## src/design/pott_pkg.sv

```systemverilog
// ----------------------------------------------------------------------------
// pott_pkg
// types and constants shared by the timer table modules
// ----------------------------------------------------------------------------
package pott_pkg;
    localparam int NUM_SLOTS = 32;
    localparam int SLOT_W = $clog2(NUM_SLOTS);
    localparam int CNT_W = $clog2(NUM_SLOTS + 1);
    localparam int MAX_RESULTS = 32;

    typedef enum logic [1:0] {
        OP_ADD = 2'd0,
        OP_DEL = 2'd1,
        OP_TICK = 2'd2,
        OP_NONE = 2'd3
    } op_t;

    typedef enum logic [1:0] {
        ST_ADDED = 2'd0,
        ST_DELETED = 2'd1,
        ST_FIRED = 2'd2,
        ST_FULL = 2'd3
    } status_t;

    typedef enum logic [2:0] {
        S_IDLE,
        S_ADD,
        S_DEL,
        S_SCAN,
        S_FIRE,
        S_OUT
    } state_t;

    typedef struct packed {
        logic load;
        logic do_add;
        logic del_start;
        logic scan_start;
        logic scan_step;
        logic fire;
        logic out_load;
    } cmd_t;

    typedef struct packed {
        logic scan_done;
        logic found;
    } stat_t;
endpackage

```

## src/design/pott_ctrl.sv

```systemverilog
// ----------------------------------------------------------------------------
// pott_ctrl
// sequencer for add, delete and tick scan, plus result handshake
// ----------------------------------------------------------------------------
module pott_ctrl
    import pott_pkg::*;
(
    input  logic       clk,
    input  logic       rst_n,
    input  logic       in_valid,
    output logic       in_ready,
    input  logic [1:0] operation,
    output logic       out_valid,
    input  logic       out_ready,
    output logic       out_last,
    output cmd_t       cmd,
    input  stat_t      stat
);
    state_t state_reg, state_next;
    logic [CNT_W-1:0] nfire_reg, nfire_next;
    logic       ov_reg, ov_next;
    logic       last_reg, last_next;
    logic       pend_reg, pend_next;

    always_ff @(posedge clk or negedge rst_n)
    begin
        if (!rst_n)
        begin
            state_reg <= S_IDLE;
            nfire_reg <= '0;
            ov_reg <= 1'b0;
            last_reg <= 1'b0;
            pend_reg <= 1'b0;
        end
        else
        begin
            state_reg <= state_next;
            nfire_reg <= nfire_next;
            ov_reg <= ov_next;
            last_reg <= last_next;
            pend_reg <= pend_next;
        end
    end

    // a fired result is held one scan so its last flag is known
    always_comb
    begin
        state_next = state_reg;
        nfire_next = nfire_reg;
        ov_next = ov_reg;
        last_next = last_reg;
        pend_next = pend_reg;
        cmd = '0;
        in_ready = 1'b0;
        if (ov_reg && out_ready)
        begin
            ov_next = 1'b0;
        end
        case (state_reg)
            S_IDLE:
            begin
                in_ready = 1'b1;
                if (in_valid)
                begin
                    cmd.load = 1'b1;
                    case (op_t'(operation))
                        OP_ADD: state_next = S_ADD;
                        OP_DEL: state_next = S_DEL;
                        OP_TICK:
                        begin
                            nfire_next = '0;
                            pend_next = 1'b0;
                            cmd.scan_start = 1'b1;
                            state_next = S_SCAN;
                        end
                        default: state_next = S_IDLE;
                    endcase
                end
            end
            S_ADD:
            begin
                if (!ov_next)
                begin
                    cmd.out_load = 1'b1;
                    cmd.do_add = 1'b1;
                    ov_next = 1'b1;
                    last_next = 1'b1;
                    state_next = S_IDLE;
                end
            end
            S_DEL:
            begin
                if (!ov_next)
                begin
                    cmd.out_load = 1'b1;
                    cmd.del_start = 1'b1;
                    ov_next = 1'b1;
                    last_next = 1'b1;
                    state_next = S_IDLE;
                end
            end
            S_SCAN:
            begin
                if (stat.scan_done)
                begin
                    if (pend_reg)
                    begin
                        if (!ov_next)
                        begin
                            ov_next = 1'b1;
                            last_next = !stat.found || (nfire_reg == CNT_W'(MAX_RESULTS));
                            pend_next = 1'b0;
                        end
                    end
                    else if (stat.found && (nfire_reg != CNT_W'(MAX_RESULTS)))
                    begin
                        state_next = S_FIRE;
                    end
                    else
                    begin
                        state_next = S_IDLE;
                    end
                    if (pend_reg && !ov_next && (!stat.found
                        || (nfire_reg == CNT_W'(MAX_RESULTS))))
                    begin
                        state_next = S_IDLE;
                    end
                end
                else
                begin
                    cmd.scan_step = 1'b1;
                end
            end
            S_FIRE:
            begin
                if (!ov_next)
                begin
                    cmd.out_load = 1'b1;
                    cmd.fire = 1'b1;
                    cmd.scan_start = 1'b1;
                    pend_next = 1'b1;
                    nfire_next = nfire_reg + CNT_W'(1);
                    state_next = S_SCAN;
                end
            end
            default: state_next = S_IDLE;
        endcase
    end

    assign out_valid = ov_reg;
    assign out_last = last_reg;
endmodule

```

## config.mk

```make
export PLATFORM = sky130hd
export DESIGN_NAME = pott_ctrl
export DESIGN_NICKNAME = d
export VERILOG_FILES = /design/src/design/pott_pkg.sv /design/src/design/pott_ctrl.sv
export SDC_FILE = /design/constraint.sdc
export NUM_CORES = 1
export LEC_CHECK = 0
export BUFFER_PORTS_ARGS = -buffer_cell sky130_fd_sc_hd__buf_2
export CAP_MARGIN = 40
export CORE_UTILIZATION = 45
export CTS_CLUSTER_SIZE = 30
export DETAILED_ROUTE_END_ITERATION = 8
export HOLD_SLACK_MARGIN = 0.03
export PLACE_DENSITY = 0.76
export SLEW_MARGIN = 20
export SYNTH_ARGS = -nofsm -noshare
export SYNTH_HDL_FRONTEND = slang
export SYNTH_SLANG_ARGS = --single-unit
```

## constraint.sdc

```tcl
create_clock -name clk -period 1.87 [get_ports clk]
set_clock_uncertainty 0.2 [all_clocks]
set_input_delay 0.374 -clock clk [delete_from_list [all_inputs] [get_ports clk]]
set_output_delay 0.374 -clock clk [all_outputs]
set_load 0.01 [all_outputs]
```

==> run summary <==
number of CTS-inserted buffers: 3
Die Wd: 45 um
gpl congestion: 0.827
status: finished, violations left
clk slew on worst S/H paths: 0.08 ns
Final ANT Viol Nets: 0
Fill cells: 135
final hold vios: 0
min Tclk post-route: 2.00 ns
worst skew pair latency: 0.28 ns
worst slew pin tran: 0.343 ns
Leak Pwr: 0.000605 uW
Mapped Area: 832 sq um
PnR worst setup slack: -0.128 ns
largest net degree at the start of global routing: 13
Worst Path Max Fanout: 6
die area: 0.00203 sq mm
Syn-to-layout area delta: 47.2%
Worst setup EP type: output port
type of the worst setup path: reg -> out
pre-CTS setup slack: 0.0500 ns
post-layout util: 0.709
RSZ-0062 raised after global routing: yes
Max clock buf depth: 2
unique cell type count in the Yosys netlist: 32
DRC: 0
wire length per cell: 13.8 um
Synth Net Count: 106
max reg flops: 6
VDD IR max: 842 uV
H-tree depth: 1
Rows: 15
Worst EP required: 1.30 ns
Max-cap violations: 0
violated checks: setup timing
clk sinks: 12
sum of negative setup slack: -0.447 ns
crit start category: flip-flop
slowest stage delay, CP: 0.49 ns
sequential area share after synthesis: 0.361
vias in the first global route: 736
global-route wire length before repair: 3270 um
Achievable Freq: 501 MHz
synth warn: 0
Final period util: 1.07
synthesized area per cell: 8.95 sq um
I/O pin count: 18
HP Class: in -> reg
power per cell area: 1320 mW/mm^2
TritonRoute pass-1 iters: 4
fin nets: 144
Final setup viols: 7
clk root buf: clkbuf_4
DP Wirelength: 1310 um
total gr overflow: 0
Initial Util: 0.482
register bit count reported by yosys: 12
number of vias per cell: 5.13
Slowest cell on crit path: dfrtp_2
via count of the routed design: 795
Mapped Cells: 93
Tot GR Track Use: 0.227
placed insts: 138
Port Buf Inserts: 17
Ant. Diodes: 0
CP Cell Sequence: nor3b_4 -> and2_4 -> or2_1 -> buf_2
Hold WS: 0.184 ns
fin. max-slew vios: 0
crit path DAT: 1.42 ns
relative slew slack: 0.770
TritonCTS clock tree: built
core area: 0.00173 sq mm
die extent in y: 45 um
initial antenna violation count: 0
fin cells: 155
drt initial violations: 24
routed wire length: 2140 um
layout cell share with drive strength beyond 1: 0.408
cells by family (layout without fill, tap and decap cells):
family / after synthesis / count (layout) / share of synthesized area
AO/OA/AOI/OAI: 14 / 14 / 0.0993
XOR/XNOR: 6 / 6 / 0.0632
adder cells (fa/ha/maj): 5 / 5 / 0.0752
buffers and inverters: 12 / 49 / 0.0752
flip-flops: 12 / 12 / 0.361
multiplexers: 4 / 4 / 0.0496
AND/OR/NAND/NOR: 40 / 40 / 0.277
cells in the mapped netlist:
| master | instances | area, sq um |
|---|---|---|
| dfrtp_1 | 12 | 300 |
| nor2_1 | 9 | 33.8 |
| inv_1 | 6 | 22.5 |
| nand2_1 | 6 | 22.5 |
| o21ai_0 | 6 | 30.0 |
| ha_1 | 5 | 62.6 |
| xor2_1 | 5 | 43.8 |
| buf_4 | 4 | 30.0 |
| nand3_1 | 4 | 20.0 |
| and2_1 | 3 | 18.8 |
| and3_1 | 3 | 18.8 |
| mux2i_1 | 3 | 30.0 |
| a21oi_1 | 2 | 10.0 |
| buf_2 | 2 | 10.0 |
| nand2b_1 | 2 | 12.5 |
| nor2b_1 | 2 | 12.5 |
| nor3_1 | 2 | 10.0 |
| nor4_1 | 2 | 12.5 |
| o21ai_1 | 2 | 10.0 |
| a21o_1 | 1 | 7.51 |
| a221o_1 | 1 | 10.0 |
| a22oi_1 | 1 | 7.51 |
| and2_0 | 1 | 6.26 |
| and3b_4 | 1 | 12.5 |
| mux2_1 | 1 | 11.3 |
| nand4_1 | 1 | 6.26 |
| nor3_2 | 1 | 10.0 |
| nor3b_4 | 1 | 18.8 |
| nor4b_1 | 1 | 8.76 |
| o31ai_1 | 1 | 7.51 |
| or2_1 | 1 | 6.26 |
| xnor2_1 | 1 | 8.76 |
worst max-delay path, delay by kind of cell, from the launching register on:
kind                   cells  cell delay, ns
buffers and inverters      1            0.13
DFF                        1            0.49
and+or+nand+nor            3            0.52
final timing paths:
check,startpoint,endpoint,slack [ns],cells after the start
worst max-delay path,state_reg[1],cmd[3],-0.13,4
worst min-delay path,stat[0],state_reg[2],0.18,3
worst max register to register,state_reg[0],out_last,0.04,5
worst min register to register,out_last,out_last,0.29,1
max in group asynchronous,rst_n,state_reg[0],0.92,2
min in group asynchronous,rst_n,out_valid,0.31,2
report_power, final:
group	switching, uW	internal, uW
Sequential	93.5	336
Clock	91.7	119
Combinational	440	538
metal layers:
layer | GRT usage | vias up | part of all wire
met4 | 0.0545 | 0 | 0
met1 | 0.291 | 388 | 0.43
met5 | 0 | - | 0
met3 | 0.0720 | 0 | 0.033
met2 | 0.371 | 19 | 0.54
li1 | - | 388 | -
placed cells by master (no fill, tap or decap), drive strengths merged, types with 3 or more instances in the layout:
cell type	n
nand3	4
and3	3
inv	6
nor2	9
xor2	5
ha	5
nand2	6
clkbuf	4
and2	4
dfrtp	12
o21ai	8
nor3	3
mux2i	3
buf	38
layout make-up:
class,count,area [sq um],area share
repair buffers,39,307,0.250
flip-flops and latches,12,303,0.247
clock buffers,4,36.3,0.0296
well taps,25,31.3,0.0255
inverters,6,22.5,0.0184
multi-input cells,69,526,0.429
per-stage QoR:
stage          cell area, sq um  power [uW]
2_1_floorplan               832         857
3_3_place_gp                976        1050
3_5_place_dp                976        1070
4_1_cts                    1160        1510
5_1_grt                    1220        1730
6_report                   1220        1620
timing repair:
| action | 4_1_cts | 5_1_grt |
|---|---|---|
| pin swaps | 4 | 3 |
| gates resized for setup | 14 | 9 |
| hold buffers | 1 | 0 |
| endpoints found under the hold margin | 12 | 0 |
| endpoints found under the setup margin | 8 | 10 |
| buffers inserted | 10 | 3 |
(Power assumes the default switching activity.)
